**src/sv/pgs_pkg.sv**
```systemverilog
// ----------------------------------------------------------------------------
// PCM gain and saturation package
// Shared types, register indexes, format codes and byte-swap helpers.
// ----------------------------------------------------------------------------
package pgs_pkg;

  localparam int DATA_W         = 32;
  localparam int GAIN_W         = 32;
  localparam int GAIN_FRAC_BITS = 24;
  localparam int SAMPLE_BITS    = 32;
  localparam int FMT_W          = 3;
  localparam int REG_IDX_W      = 3;

  localparam logic [REG_IDX_W-1:0] REG_SAMPLE_FORMAT = 3'd0;
  localparam logic [REG_IDX_W-1:0] REG_SWAP_BYTES    = 3'd1;
  localparam logic [REG_IDX_W-1:0] REG_GAIN_LINEAR   = 3'd2;
  localparam logic [REG_IDX_W-1:0] REG_LIMIT_ENABLE  = 3'd3;
  localparam logic [REG_IDX_W-1:0] REG_GAIN_ENABLE   = 3'd4;

  localparam logic [FMT_W-1:0] FMT_U8  = 3'd0;
  localparam logic [FMT_W-1:0] FMT_S8  = 3'd1;
  localparam logic [FMT_W-1:0] FMT_U16 = 3'd2;
  localparam logic [FMT_W-1:0] FMT_S16 = 3'd3;
  localparam logic [FMT_W-1:0] FMT_U32 = 3'd4;
  localparam logic [FMT_W-1:0] FMT_S32 = 3'd5;

  localparam logic [GAIN_W-1:0] GAIN_RESET = 32'h0100_0000;
  localparam logic [GAIN_W-1:0] GAIN_UNITY =
    {{(GAIN_W-GAIN_FRAC_BITS-1){1'b0}}, 1'b1, {GAIN_FRAC_BITS{1'b0}}};

  typedef struct packed {
    logic [DATA_W-1:0] sample_in;
    logic              end_of_buffer;
  } in_item_t;

  typedef struct packed {
    logic [DATA_W-1:0] sample_out;
    logic              end_of_buffer_out;
  } out_item_t;

  typedef struct packed {
    logic [FMT_W-1:0]  sample_format;
    logic              swap_bytes;
    logic [GAIN_W-1:0] gain_linear;
    logic              limit_enable;
    logic              gain_enable;
  } cfg_t;

  function automatic logic [15:0] swap16(logic [15:0] x);
    return {x[7:0], x[15:8]};
  endfunction

  function automatic logic [31:0] swap32(logic [31:0] x);
    return {x[7:0], x[15:8], x[23:16], x[31:24]};
  endfunction

endpackage

```
**src/sv/pgs_pipe.sv**
```systemverilog
// ----------------------------------------------------------------------------
// PCM gain pipeline
// Four register stages: operand prep, multiply, re-bias and shift, clamp.
// ----------------------------------------------------------------------------
module pgs_pipe (
  input  logic              clk,
  input  logic              rst,
  input  pgs_pkg::cfg_t     cfg,
  input  logic              start,
  input  pgs_pkg::in_item_t item,
  output logic              done,
  output pgs_pkg::out_item_t result
);
  import pgs_pkg::*;

  localparam int SW = SAMPLE_BITS;
  localparam int PW = SW + GAIN_W;
  localparam int TW = PW + 1;
  localparam int QW = TW - GAIN_FRAC_BITS;

  localparam logic [1:0] W_8    = 2'd0;
  localparam logic [1:0] W_16   = 2'd1;
  localparam logic [1:0] W_FULL = 2'd2;

  typedef struct packed {
    logic              neg;
    logic              is_signed;
    logic [1:0]        wsel;
    logic              sw;
    logic              bypass;
    logic [DATA_W-1:0] raw;
    logic              eob;
  } ctl_t;

  function automatic logic [SW-1:0] wmask(logic [1:0] wsel);
    unique case (wsel)
      W_8:     return SW'(8'hFF);
      W_16:    return SW'(16'hFFFF);
      default: return '1;
    endcase
  endfunction

  // Stage 1: operand preparation.
  logic [GAIN_W-1:0] g_eff;
  logic [DATA_W-1:0] v;
  logic [SW-1:0]     mask1, half1, sb1, x1, op_next;
  ctl_t              ctl_next;

  always_comb begin
    g_eff = (cfg.limit_enable && cfg.gain_linear > GAIN_UNITY) ? GAIN_UNITY
                                                               : cfg.gain_linear;
    ctl_next.raw       = item.sample_in;
    ctl_next.eob       = item.end_of_buffer;
    ctl_next.is_signed = cfg.sample_format[0];
    ctl_next.bypass    = !cfg.gain_enable || g_eff == GAIN_UNITY ||
                         cfg.sample_format > FMT_S32;
    unique case (cfg.sample_format)
      FMT_U8, FMT_S8:   ctl_next.wsel = W_8;
      FMT_U16, FMT_S16: ctl_next.wsel = W_16;
      default:          ctl_next.wsel = W_FULL;
    endcase
    ctl_next.sw = cfg.swap_bytes && ctl_next.wsel != W_8;
    if (!ctl_next.sw) begin
      v = item.sample_in;
    end else if (ctl_next.wsel == W_16) begin
      v = {16'b0, swap16(item.sample_in[15:0])};
    end else begin
      v = swap32(item.sample_in);
    end
    mask1 = wmask(ctl_next.wsel);
    half1 = mask1 >> 1;
    sb1   = half1 + SW'(1);
    x1    = v[SW-1:0] & mask1;
    if (ctl_next.is_signed) begin
      ctl_next.neg = |(x1 & sb1);
      op_next      = ctl_next.neg ? (mask1 - x1 + SW'(1)) : x1;
    end else begin
      ctl_next.neg = x1 < half1;
      op_next      = ctl_next.neg ? (half1 - x1) : (x1 - half1);
    end
  end

  logic              v1, v2, v3, v4;
  ctl_t              ctl1, ctl2, ctl3;
  logic [SW-1:0]     op1;
  logic [GAIN_W-1:0] g1;
  logic [PW-1:0]     prod2;
  logic [QW-1:0]     q3;
  out_item_t         res4;

  always_ff @(posedge clk) begin
    if (rst) begin
      v1 <= 1'b0;
      v2 <= 1'b0;
      v3 <= 1'b0;
      v4 <= 1'b0;
    end else begin
      v1 <= start;
      v2 <= v1;
      v3 <= v2;
      v4 <= v3;
    end
  end

  always_ff @(posedge clk) begin
    ctl1 <= ctl_next;
    op1  <= op_next;
    g1   <= g_eff;
  end

  // Stage 2: multiply.
  always_ff @(posedge clk) begin
    ctl2  <= ctl1;
    prod2 <= PW'(op1) * PW'(g1);
  end

  // Stage 3: re-bias for unsigned formats and drop the fraction.
  logic [SW-1:0] half3;
  logic [TW-1:0] prod_x, bias, t;

  always_comb begin
    half3  = wmask(ctl2.wsel) >> 1;
    prod_x = {1'b0, prod2};
    bias   = TW'(half3) << GAIN_FRAC_BITS;
    if (ctl2.is_signed) begin
      t = prod_x;
    end else if (!ctl2.neg) begin
      t = prod_x + bias;
    end else if (prod_x >= bias) begin
      t = '0;
    end else begin
      t = bias - prod_x;
    end
  end

  always_ff @(posedge clk) begin
    ctl3 <= ctl2;
    q3   <= t[TW-1:GAIN_FRAC_BITS];
  end

  // Stage 4: clamp, restore sign, swap back.
  logic [SW-1:0]     mask4, half4, r;
  logic [QW-1:0]     mask_q, sb_q, qc, neg_q;
  logic [DATA_W-1:0] res;

  always_comb begin
    mask4  = wmask(ctl3.wsel);
    half4  = mask4 >> 1;
    mask_q = QW'(mask4);
    sb_q   = QW'(half4) + QW'(1);
    qc     = q3;
    neg_q  = '0;
    if (ctl3.is_signed && ctl3.neg) begin
      qc    = (q3 > sb_q) ? sb_q : q3;
      neg_q = QW'(0) - qc;
      r     = neg_q[SW-1:0] & mask4;
    end else if (ctl3.is_signed) begin
      qc = (q3 > sb_q - QW'(1)) ? sb_q - QW'(1) : q3;
      r  = qc[SW-1:0];
    end else begin
      r = (q3 > mask_q) ? mask4 : q3[SW-1:0];
    end
    res = DATA_W'(r);
    if (ctl3.sw) begin
      res = (ctl3.wsel == W_16) ? {16'b0, swap16(res[15:0])} : swap32(res);
    end
    if (ctl3.bypass) begin
      res = ctl3.raw;
    end
  end

  always_ff @(posedge clk) begin
    res4.sample_out        <= res;
    res4.end_of_buffer_out <= ctl3.eob;
  end

  assign done   = v4;
  assign result = res4;

endmodule

```
**src/sv/pcm_gain_saturate_top.sv**
```systemverilog
// ----------------------------------------------------------------------------
// PCM gain with saturation, top level
// Configuration registers and the gain pipeline.
// ----------------------------------------------------------------------------
// The block takes one sample in every cycle and never stalls: busy is always
// low, and each item's result appears on result with done high once it has
// passed the four register stages of the pipeline (prep, multiply, re-bias,
// clamp). The receiver cannot hold results off, so done must be taken in the
// cycle it is shown. Registers may be written only while no item is in
// flight.
module pcm_gain_saturate_top (
  input  logic                           clk,
  input  logic                           rst,
  input  logic                           start,
  output logic                           busy,
  input  pgs_pkg::in_item_t              item,
  output logic                           done,
  output pgs_pkg::out_item_t             result,
  input  logic                           cfg_we,
  input  logic [pgs_pkg::REG_IDX_W-1:0]  cfg_index,
  input  logic [pgs_pkg::GAIN_W-1:0]     cfg_data
);
  import pgs_pkg::*;

  cfg_t cfg;

  always_ff @(posedge clk) begin
    if (rst) begin
      cfg.sample_format <= FMT_S16;
      cfg.swap_bytes    <= 1'b0;
      cfg.gain_linear   <= GAIN_RESET;
      cfg.limit_enable  <= 1'b0;
      cfg.gain_enable   <= 1'b0;
    end else if (cfg_we) begin
      unique case (cfg_index)
        REG_SAMPLE_FORMAT: cfg.sample_format <= cfg_data[FMT_W-1:0];
        REG_SWAP_BYTES:    cfg.swap_bytes    <= cfg_data[0];
        REG_GAIN_LINEAR:   cfg.gain_linear   <= cfg_data;
        REG_LIMIT_ENABLE:  cfg.limit_enable  <= cfg_data[0];
        REG_GAIN_ENABLE:   cfg.gain_enable   <= cfg_data[0];
        default: ;
      endcase
    end
  end

  assign busy = 1'b0;

  pgs_pipe u_pipe (
    .clk    (clk),
    .rst    (rst),
    .cfg    (cfg),
    .start  (start),
    .item   (item),
    .done   (done),
    .result (result)
  );

endmodule
```
**config.mk**
```make
export PLATFORM = sky130hd
export DESIGN_NAME = pcm_gain_saturate_top
export DESIGN_NICKNAME = d
export VERILOG_FILES = /design/src/sv/pgs_pkg.sv /design/src/sv/pgs_pipe.sv /design/src/sv/pcm_gain_saturate_top.sv
export SDC_FILE = /design/constraint.sdc
export NUM_CORES = 2
export LEC_CHECK = 0
export CAP_MARGIN = 40
export CORE_ASPECT_RATIO = 1.4
export CORE_MARGIN = 2
export CORE_UTILIZATION = 35
export DETAILED_ROUTE_END_ITERATION = 16
export DONT_BUFFER_PORTS = 1
export PLACE_DENSITY = 0.56
export SYNTH_ARGS = -nofsm -noshare
export SYNTH_HDL_FRONTEND = slang
export SYNTH_SLANG_ARGS = --single-unit
```
**constraint.sdc**
```tcl
create_clock -name clk -period 14.1 [get_ports clk]
set_input_delay 2.115 -clock clk [delete_from_list [all_inputs] [get_ports clk]]
set_output_delay 2.115 -clock clk [all_outputs]
set_load 0.05 [all_outputs]
```
# == Yosys cells after proc, flatten, opt, wreduce, memory -nomap -nowiden ==
# Cells that the tools add are included.
# totals
register_bits,361
latchBits,0
ram_bits,0
romBits,0
out_inout_bits,35
elab_cells,111
memories,0
# classes
addsub,10
multipliers,1
div_mod_pow,0
magnitude_cmp,7
eq_ne,11
shift,0
mux,22
bitwise,3
reduce_logical,20
# op_table
operator,count
$mux W32,14
$pmux W32 S2,3
$mux W65,2
$and A32 B32 Y32,3
$gt A41 B32 Y1,2
$add A64 B55 Y65,1
$sub A55 B64 Y65,1
$add A31 B1 Y32 const B,2
$ge A64 B55 Y1,1
$mul A32 B32 Y64,1
$mux W64,1
$gt A41 B41 Y1,1
$sub A32 B1 Y33 const B,1
$add A32 B1 Y32 const B,1
$eq A32 B25 Y1 const B,1
$gt A32 B25 Y1 const B,1
$lt A32 B31 Y1,1
$reduce_or A32 Y1,1
$sub A1 B32 Y32 const A,1
$sub A31 B32 Y32,1
$sub A32 B31 Y32,1
$sub A32 B32 Y32,1
$eq A3 B2 Y1 const B,4
$reduce_and A2 Y1,5
other kinds (13),23

# == Logic depth before layout (Yosys ltp) ==
# depth
word_depth,11
ltp_mapped,30

# == By module ==
# Synthesis repeated with hierarchy kept, for this count alone.
# unflattened
cells_unflattened,5975
area_unflattened_um2,53045.9
# modules_own_cells
module,n_inst,cells_per_inst,area_each_um2
pgs_pipe,1,5808,51306.7
pcm_gain_saturate_top,1,167,1739.2

# == Worst setup path before layout ==
# OpenSTA, ideal clock, no wires.
# synth_timing
path_type,reg-to-reg
start,reg u_pipe.g1[17]
end,reg u_pipe.prod2[60]
setup_time_ns,0.095
arrival_ns,7.399
path_slack_ns,6.605
path_stages_with_launch,27
synth_period_minus_slack_ns,7.495
cell_sequence,dfxtp_1 > clkbuf_1 > and2_1 > fa_1 > inv_1 > fa_1 > inv_1 > fa_1 > inv_1 > fa_1 > inv_1 > fa_1 > fa_1 > fa_1 > fa_1 > ha_1 > clkbuf_1 > a211oi_1 > o211a_1 > or4b_2 > o211ai_1 > o41a_1 > a31oi_1 > a21boi_1 > o21ai_0 > o21a_1 > o311ai_1
# synth_between
elab_chain_len,1
# synth_lines
element,line,rtl
start: declaration,pgs_pipe.sv:86,logic [GAIN_W-1:0] g1;
start signal: assignment,pgs_pipe.sv:108,g1 <= g_eff;
$mul A32 B32 Y64,pgs_pipe.sv:114,prod2 <= PW'(op1) * PW'(g1);
end signal: assignment,pgs_pipe.sv:114,
end: declaration,pgs_pipe.sv:87,logic [PW-1:0] prod2;
# Every way passes these cells.
# A chain may end at the register's enable or synchronous reset.

# == Final worst setup path ==
# layout_timing
start,reg u_pipe.g1[8]
end,reg u_pipe.prod2[62]
# The elaborated chain is that of the path after synthesis.

==> flow_metrics.py <==
metrics = {
    "pwr": {
        "peakVddDrop_mv": 0.0943,
        "cellPowerDensity_mw_per_mm2": 95.9,
        "total_leakage_power_nw": 26.2,
    },
    "die": {
        "die_w_um": 332,
        "initial_utilization_pct": 35.2,
        "rows": 168,
        "coreArea_sq_mm": 0.149,
        "fp.dieH_um": 463,
        "dieArea_sq_mm": 0.153,
        "ioPinCount": 107,
    },
    "timing": {
        "finClkSkew_ns": 0.0260,
        "hold_viol": 0,
        "relSlewSlack_pct": 37.9,
        "tightest_slew_ns": 0.931,
        "setup_violations": 0,
        "rsz0062_at_grt": "no",
        "fmax_mhz": 111,
        "fin_tns_setup_ns": 0,
        "drv_slew": 0,
        "fin_crit_ns": 9.02,
        "whs_ns": 0.320,
        "setup_ws_ns": 5.08,
        "timing.final.crit_share_pct": 64.0,
    },
    "setup_path": {
        "critical-path-top-delay-family": "adder cells",
        "required_ns": 14.64,
        "reg2reg_from": "u_pipe.g1[8]",
        "critPathMaxStageDelay_ns": 0.88,
        "cp-end-kind": "flip-flop",
        "path_cells": "buf_4 -> and2_1 -> fa_1 -> fa_1 -> fa_1 -> inv_1 -> fa_1 -> inv_1 -> fa_1 -> fa_1 -> fa_1 -> inv_1 -> fa_1 -> inv_1 -> ha_1 -> nand4_1 -> nor3_1 -> o21ai_0 -> o41a_1 -> a31oi_1 -> a21boi_1 -> o21ai_0 -> o21ai_0 -> a221oi_1",
        "critPathKind": "reg -> reg",
        "crit_buf_inv": 5,
        "cp_common_cell": "fa_1",
        "cp_slowest_cell": "dfxtp_1",
        "critPathLaunch": "u_pipe.g1[8]",
        "start_kind": "flip-flop",
        "critPathArrivalTime_ns": 9.56,
        "crit_fanout": 18,
    },
    "finish": {
        "drive_gt1_share_pct": 4.52,
        "syn_to_final_growth_pct": 6.34,
        "nets": 7131,
        "nFillCells": 15200,
    },
    "clocking": {
        "ctsHoldBuffers": 0,
        "cts_buffers": 41,
        "cts_tree": "done",
        "cts_root_buffer": "clkbuf_16",
        "cts.sinks": 361,
        "clk_latency_ns": 0.64,
        "cts_htree_levels": 2,
        "cts.path.max_buffers": 3,
        "cts_setup_buffers": 0,
        "cts_resized": 0,
        "clk_pin_slew_ns": 0.07,
    },
    "synthesis": {
        "syn_area_sq_mm": 0.0526,
        "yosys_warnings": 0,
        "synth_cell_types": 107,
        "async_flop_share_pct": 0,
        "ys_ff_latch": 361,
        "syn_area_per_cell_sq_um": 8.79,
        "synth_edf_count": 0,
        "yosysSeqAreaShare_pct": 13.7,
        "synthCells": 5980,
        "synth_ff_type": "dfxtp_1",
        "synth_fp_nets": 7327,
    },
    "placed_design": {
        "gp_congestion": 0.919,
        "dp_slack_ns": 5.24,
        "io_buffers": 0,
        "dp_hpwl_mm": 127,
    },
    "flow_run": {
        "max_cap_viol_count": 0,
    },
    "grt": {
        "grt_pass1_wl_mm": 259,
        "grt_util_all_layers_pct": 21.7,
        "antenna_found_initial": 3,
        "grt_pass1_vias": 44200,
        "globalRouteOverflowTotal": 0,
        "grt_max_degree": 59,
    },
    "routing": {
        "firstDrtPassIters": 5,
        "via_per_inst": 5.34,
        "drt_wl_total_mm": 166,
        "drc_errors": 0,
        "ant_nets": 0,
        "drt-initial-drc-count": 2604,
        "wl_per_cell_um": 21.4,
        "via_count": 41500,
    },
    "run_status": {
        "status": "completed",
    },
    "hold_path": {
        "hold_path_class": "reg -> reg",
        "hp-start": "u_pipe.ctl2[10]",
    },
}
[cell type report]
class	instances	area, sq um	share of cell area (%)
multi-input combinational	4297	40400	72.2
inverter	995	3740	6.69
timing repair buffer	88	737	1.32
sequential	361	7250	13.0
clock buffer	48	1090	1.95
antenna	3	7.51	0.0134
clock inverter	25	278	0.497
tap	1955	2450	4.38
[metal layers]
layer	wire [um]	part of all wire, %	vias to the layer above	GRT usage [%]
li1	-	-	18600	-
met2	84900	51	1247	39.1
met1	65600	39	21300	25.7
met3	7590	4.6	343	2.31
met4	8370	5.0	2	10.3
met5	13	0.0078	-	0
[layout by cell type (no fill, tap or decap), drive strengths merged, types with 32 or more instances in the layout]
master  instances
dfxtp         361
inv           999
and2          594
fa            896
a31oi          38
o21a           45
a21oi         230
nand2         731
nor3           89
clkbuf         48
o21ai         164
buf            88
nor2          186
xnor2         102
ha            379
nor2b          55
xor2           32
a21o           70
nand2b         32
nand4          33
o211ai         43
nand3          57
[worst register-to-register path: cells and delay by family (launching register included)]
kind                     cells  cell delay [ns]
adder cells (fa/ha/maj)      9             4.50
AO/OA/AOI/OAI                7             2.16
flip-flops                   1             0.88
AND/OR/NAND/NOR              3             0.73
buffers and inverters        5             0.66
[kinds of logic after synthesis]
kind of cell	share of synthesized area, %
AND/OR/NAND/NOR	18.6
buffers and inverters	9.53
adder cells (fa/ha/maj)	43.1
AO/OA/AOI/OAI	12.0
flip-flops	13.7
XOR/XNOR	2.23
multiplexers	0.735
other	0.0143
[synth_stat cells, drive strengths merged, types with 89 or more instances]
master / instances / area share [%]
dfxtp: 361 / 14
fa: 896 / 34
o21ai: 164 / 1.6
xnor2: 102 / 1.7
clkbuf: 303 / 2.2
ha: 379 / 9.0
a21oi: 230 / 2.2
nand2: 731 / 5.2
nor2: 186 / 1.3
nor3: 89 / 0.88
and2: 594 / 7.1
inv: 992 / 7.1
[flip-flops by register name, summed over array words and instances, names as in the netlist]
signal         cells
u_pipe.v1          1
u_pipe.prod2      64
u_pipe.result     33
u_pipe.ctl3       39
u_pipe.v2          1
u_pipe.q3         41
u_pipe.ctl2       39
u_pipe.g1         32
u_pipe.done        1
u_pipe.ctl1       39
u_pipe.op1        32
cfg               38
u_pipe.v3          1
[power breakdown]
part	internal [mW]	switching (mW)	total [mW]
sequential	1.18	0.246	1.43
combinational	0.990	1.82	2.81
clock	0.607	0.509	1.12
total	2.78	2.58	5.36
[worst paths after layout]
kind                 endpoint  slack, ns  depth (start not counted)
max          u_pipe.prod2[62]       5.08                         24
min reg2reg   u_pipe.ctl3[10]       0.32                          0
min           u_pipe.ctl3[10]       0.32                          0
max reg2reg  u_pipe.prod2[62]       5.08                         24
[metrics by stage]
stage	instance area, sq um	util, %	total power, mW	std cells
floorplan	52600	-	3.25	5980
global placement	54400	36.4	4.18	7684
detailed placement	54500	36.5	4.22	7696
CTS	55900	37.4	5.37	7769
global route	55900	37.4	5.72	7770
finish	55900	37.4	5.36	7772
(Power assumes the default switching activity.)
